`src/rtl/core/adih_pkg.sv`:
```
package adih_pkg;

  localparam int FRACTION_BITS = 16;
  localparam int STATE_WIDTH   = 48;

  localparam int CFG_IDX_W  = 3;
  localparam int CFG_DATA_W = 32;

  localparam logic [CFG_IDX_W-1:0] REG_LP_FEED   = 3'd0;
  localparam logic [CFG_IDX_W-1:0] REG_LP_BACK   = 3'd1;
  localparam logic [CFG_IDX_W-1:0] REG_HP_FEED   = 3'd2;
  localparam logic [CFG_IDX_W-1:0] REG_HP_BACK   = 3'd3;
  localparam logic [CFG_IDX_W-1:0] REG_VEL_GAIN  = 3'd4;
  localparam logic [CFG_IDX_W-1:0] REG_DISP_GAIN = 3'd5;
  localparam logic [CFG_IDX_W-1:0] REG_ENABLE    = 3'd6;

  localparam logic signed [31:0] RST_LP_FEED   = 32'sd145765821;
  localparam logic signed [31:0] RST_LP_BACK   = -32'sd782210179;
  localparam logic signed [31:0] RST_HP_FEED   = 32'sd1063716297;
  localparam logic signed [31:0] RST_HP_BACK   = -32'sd1053690769;
  localparam logic [30:0]        RST_VEL_GAIN  = 31'd52667036;
  localparam logic [30:0]        RST_DISP_GAIN = 31'd5368709;

  localparam int STEP_W = 4;
  localparam logic [STEP_W-1:0] STEP_LAST = 4'd9;

  localparam int PHASE_W = 3;
  localparam logic [PHASE_W-1:0] PH_MAG = 3'd0;
  localparam logic [PHASE_W-1:0] PH_LO  = 3'd1;
  localparam logic [PHASE_W-1:0] PH_HI  = 3'd2;
  localparam logic [PHASE_W-1:0] PH_RND = 3'd3;
  localparam logic [PHASE_W-1:0] PH_ACC = 3'd4;

  typedef struct packed {
    logic               load_in;
    logic               run;
    logic [STEP_W-1:0]  step;
    logic [PHASE_W-1:0] phase;
    logic               axis;
    logic               commit;
    logic               load_out;
  } adih_cmd_t;

  typedef struct packed {
    logic enable;
  } adih_stat_t;

endpackage

```
`src/rtl/core/adih_ctrl.sv`:
```
module adih_ctrl (
  input  logic                clk,
  input  logic                rst_n,
  input  logic                in_valid,
  output logic                in_ready,
  output logic                out_valid,
  input  logic                out_ready,
  input  adih_pkg::adih_stat_t stat,
  output adih_pkg::adih_cmd_t  cmd
);

  localparam logic [1:0] ST_IDLE   = 2'd0;
  localparam logic [1:0] ST_RUN    = 2'd1;
  localparam logic [1:0] ST_COMMIT = 2'd2;
  localparam logic [1:0] ST_DONE   = 2'd3;

  logic [1:0]                   state_r, state_nxt;
  logic [adih_pkg::STEP_W-1:0]  step_r, step_nxt;
  logic [adih_pkg::PHASE_W-1:0] phase_r, phase_nxt;
  logic                         axis_r, axis_nxt;
  logic                         out_valid_r, out_valid_nxt;
  logic                         accept;
  logic                         out_free;

  assign in_ready = (state_r == ST_IDLE);
  assign accept   = in_valid && in_ready;
  assign out_free = !out_valid_r || out_ready;
  assign out_valid = out_valid_r;

  always_comb begin
    state_nxt     = state_r;
    step_nxt      = step_r;
    phase_nxt     = phase_r;
    axis_nxt      = axis_r;
    out_valid_nxt = out_valid_r && !out_ready;
    cmd           = '0;
    cmd.step      = step_r;
    cmd.phase     = phase_r;
    cmd.axis      = axis_r;
    unique case (state_r)
      ST_IDLE: begin
        if (accept && stat.enable) begin
          cmd.load_in = 1'b1;
          state_nxt   = ST_RUN;
          step_nxt    = '0;
          phase_nxt   = adih_pkg::PH_MAG;
          axis_nxt    = 1'b0;
        end
      end
      ST_RUN: begin
        cmd.run = 1'b1;
        if (phase_r == adih_pkg::PH_ACC) begin
          phase_nxt = adih_pkg::PH_MAG;
          if (step_r == adih_pkg::STEP_LAST) begin
            state_nxt = ST_COMMIT;
          end else begin
            step_nxt = step_r + 1'b1;
          end
        end else begin
          phase_nxt = phase_r + 1'b1;
        end
      end
      ST_COMMIT: begin
        cmd.commit = 1'b1;
        if (!axis_r) begin
          axis_nxt  = 1'b1;
          step_nxt  = '0;
          state_nxt = ST_RUN;
        end else begin
          state_nxt = ST_DONE;
        end
      end
      ST_DONE: begin
        if (out_free) begin
          cmd.load_out  = 1'b1;
          out_valid_nxt = 1'b1;
          state_nxt     = ST_IDLE;
        end
      end
      default: state_nxt = ST_IDLE;
    endcase
  end

  always_ff @(posedge clk) begin
    if (!rst_n) begin
      state_r     <= ST_IDLE;
      step_r      <= '0;
      phase_r     <= adih_pkg::PH_MAG;
      axis_r      <= 1'b0;
      out_valid_r <= 1'b0;
    end else begin
      state_r     <= state_nxt;
      step_r      <= step_nxt;
      phase_r     <= phase_nxt;
      axis_r      <= axis_nxt;
      out_valid_r <= out_valid_nxt;
    end
  end

  a_run_bounds: assert property (@(posedge clk) disable iff (!rst_n)
    (state_r == ST_RUN) |-> (step_r <= adih_pkg::STEP_LAST && phase_r <= adih_pkg::PH_ACC))
    else $error("sequencer out of range");

  a_load_sets_valid: assert property (@(posedge clk) disable iff (!rst_n)
    cmd.load_out |=> out_valid_r)
    else $error("result not presented after load");

  a_load_when_free: assert property (@(posedge clk) disable iff (!rst_n)
    cmd.load_out |-> out_free)
    else $error("result overwritten while pending");

endmodule

```
`config.mk`:
```
export PLATFORM = sky130hd
export DESIGN_NAME = adih_ctrl
export DESIGN_NICKNAME = d
export VERILOG_FILES = /design/src/rtl/core/adih_pkg.sv /design/src/rtl/core/adih_ctrl.sv
export SDC_FILE = /design/constraint.sdc
export NUM_CORES = 1
export LEC_CHECK = 0
export BUFFER_PORTS_ARGS = -buffer_cell sky130_fd_sc_hd__buf_2
export CORE_MARGIN = 4
export CORE_UTILIZATION = 30
export DETAILED_ROUTE_END_ITERATION = 10
export GPL_TIMING_DRIVEN = 0
export PLACE_DENSITY_LB_ADDON = 0.25
export REMOVE_ABC_BUFFERS = 1
export SKIP_LAST_GASP = 1
export SLEW_MARGIN = 20
export SYNTH_ARGS = -nofsm -noshare
export SYNTH_HDL_FRONTEND = slang
export SYNTH_SLANG_ARGS = --single-unit
export TNS_END_PERCENT = 5
```
`constraint.sdc`:
```
create_clock -name clk -period 3.1 [get_ports clk]
set_clock_uncertainty 0.15 [all_clocks]
set_input_delay 0.465 -clock clk [delete_from_list [all_inputs] [get_ports clk]]
set_output_delay 0.465 -clock clk [all_outputs]
set_load 0.1 [all_outputs]
```
==> results.txt <==
Mapped Area -> 629 um2
Pwr Density -> 409 nW/um2
Die H -> 53.8 um
CTS clock-pin slew for the worst setup and hold paths -> 70 ps
via count -> 576
flops & latches, synth -> 11
Reg area -> 220 um2
mean post-synth cell area -> 8.62 um2
crit path DAT -> 1660 ps
met1 Usage GRT -> 15.1%
initial core utilization -> 31.8%
gr usage total -> 12.0%
RSZ-0062 raised after global routing -> false
Max-Slew Margin vs Limit -> 67.6%
layout cell share with drive strength beyond 1 -> 28.9%
Fillers -> 210
Post-Route WL -> 1340 um
Remaining DRCs -> 0
placed cell area -> 712 um2
Layout area overhead -> 17.3%
number of global-route vias before repair -> 537
Synth Instances -> 73
Core Box Area -> 1980 um2
clock latency on the worst-skew pair -> 270 ps
Final Critical Period -> 2280 ps
pin count of the biggest net entering global routing -> 12
grt ovf -> 0
I/O pins -> 19
Largest delay share family, worst path -> buffers and inverters
CP endpoint kind -> primary output
first-pass GRT wire length -> 2390 um
Fin. Hold Viols -> 0
Worst Tran Pin Value -> 489 ps
clk sinks -> 11
site row count -> 16
Root Driver -> clkbuf_4
Tightest Hold Check Type -> reg -> reg
Slew Limit Fails -> 0
Final Cell Area -> 738 um2
drt first pass iters -> 4
worst hold slack -> 354 ps
initial DRC count -> 8
input/output buffers -> 18
CP max-delay cell -> dfxtp_1
Final Cycle Share -> 73.4%
DP HPWL -> 1000 um
CP required -> 2480 ps
post-CTS setup buffers -> 0
antenna violations before repair -> 0
CP bufs+invs -> 2
CTS max path bufs -> 2
cts bufs inserted -> 3
Setup CP Type -> reg -> out
met3 usage in global routing -> 5.82%
DIE AREA -> 2890 um2
setup TNS -> 0 ps
Synth cell types -> 30
Yosys warning count -> 0
leakage dissipation -> 0.352 nW
non-filler cells, final -> 117
# diodes -> 0
Max IR drop VDD -> 0.256 mV
H-Tree Depth -> 1
multi-input logic area -> 342 um2
DR WL/cell -> 11.5 um
max frequency -> 0.439 GHz
Setup crit start kind -> register
Top Usage Layer GRT -> met2
Final ANT Viol Nets -> 0
final setup fails -> 0
crit-path max cell delay -> 580 ps
die width -> 53.8 um
vias per cell -> 4.92
crit-path cells -> nand2b_4 -> inv_1 -> buf_2
CTS Hold Buffers Added -> 0
largest fanout on the critical path -> 11
status -> complete, no violations
NumNets Final -> 100
placed instance count -> 113
RD Place Congestion -> 0.707
register area share after synthesis -> 35.0%
Max Cap Violations -> 0
CTS tree -> built
Gates resized, CTS repair -> 0
M2 GR Usage -> 16.5%
## flip-flops by register name (all words and copies together), names as in the netlist
register / count
out_valid: 1
step_r: 4
phase_r: 3
axis_r: 1
state_r: 2
## metrics by stage
step	total power [mW]	setup WS, ps	utilization [%]
6_report	0.302	825	37.2
5_1_grt	0.320	704	37.2
4_1_cts	0.306	834	37.2
3_5_place_dp	0.206	1140	35.9
3_3_place_gp	0.206	1140	35.9
2_1_floorplan	0.194	-275	-
## area by class of cell
cell class	instances	share of cell area [%]
clock buffers	4	3.56
inverters	7	3.56
flip-flops and latches	11	29.8
well taps	27	4.58
repair buffers	18	12.2
multi-input cells	50	46.3
## synth_stat cells
cell       count  area (um2)
ha_1           4        50.1
or4_4          1        11.3
nand2_1        3        11.3
a21oi_1        7        35.0
nand4_1        1        6.26
inv_2          1        3.75
dfxtp_1       11         220
a211oi_1       1        7.51
a21o_1         2        15.0
a31oi_1        2        12.5
o31ai_1        2        15.0
nor3b_2        1        12.5
nor4b_1        1        8.76
a211o_1        1        8.76
buf_4          2        15.0
o31a_1         1        8.76
o311a_1        1        10.0
buf_1          1        3.75
nand3b_1       1        7.51
nor2_1         7        26.3
and2_1         1        6.26
nand2b_4       1        13.8
buf_6          2        22.5
mux2i_1        1        10.0
nand3_1        6        30.0
nor3_1         2        10.0
inv_1          6        22.5
and3b_2        1        10.0
nor2b_1        1        6.26
o2bb2ai_1      1        8.76
## worst register-to-register path: stages (launching register included)
cell and delay, ps:
dfxtp_1 390, inv_1 60, ha_1 170, and3b_2 240, or4_4 510, nor3b_2 190, a211o_1 110
## cells by family after synthesis
logic type,synth area share [%]
adders and majority gates,7.95
buffers and inverters,10.7
AOI/OAI and AO/OA,19.3
and+or+nand+nor,25.4
DFF,35.0
muxes,1.59
## cell usage in the layout (no fill, tap or decap), types with 2 or more instances in the layout
cell	Yosys	routed
ha_1	4	4
o31ai_1	2	2
clkbuf_4	0	3
nand2_1	3	3
dfxtp_1	11	11
a21o_1	2	2
a21oi_1	7	7
inv_1	6	6
a31oi_1	2	2
nor2_1	7	7
nand3_1	6	6
buf_2	0	18
nor3_1	2	2
## power breakdown
| group | internal [mW] | switching [mW] |
|---|---|---|
| logic | 0.0112 | 0.0438 |
| clock network | 0.0499 | 0.0494 |
| registers | 0.143 | 0.00429 |
| total | 0.205 | 0.0975 |
## worst paths after layout
kind | start | endpoint | slack [ps] | cells past startpoint
max | state_r[0]$_SDFFE_PN0P_ | cmd[10] | 820 | 3
max reg2reg | step_r[1]$_SDFFE_PN0P_ | step_r[2]$_SDFFE_PN0P_ | 1250 | 6
min reg2reg | phase_r[0]$_SDFFE_PN0P_ | phase_r[0]$_SDFFE_PN0P_ | 350 | 2
min | phase_r[0]$_SDFFE_PN0P_ | phase_r[0]$_SDFFE_PN0P_ | 350 | 2
## metal layers
layer  up-vias  routed length [um]
met4         0                  27
met5         -                   0
met3         5                  97
met2        16                 569
met1       260                 647
li1        295                   -
Power figures use the tool's default switching activity.
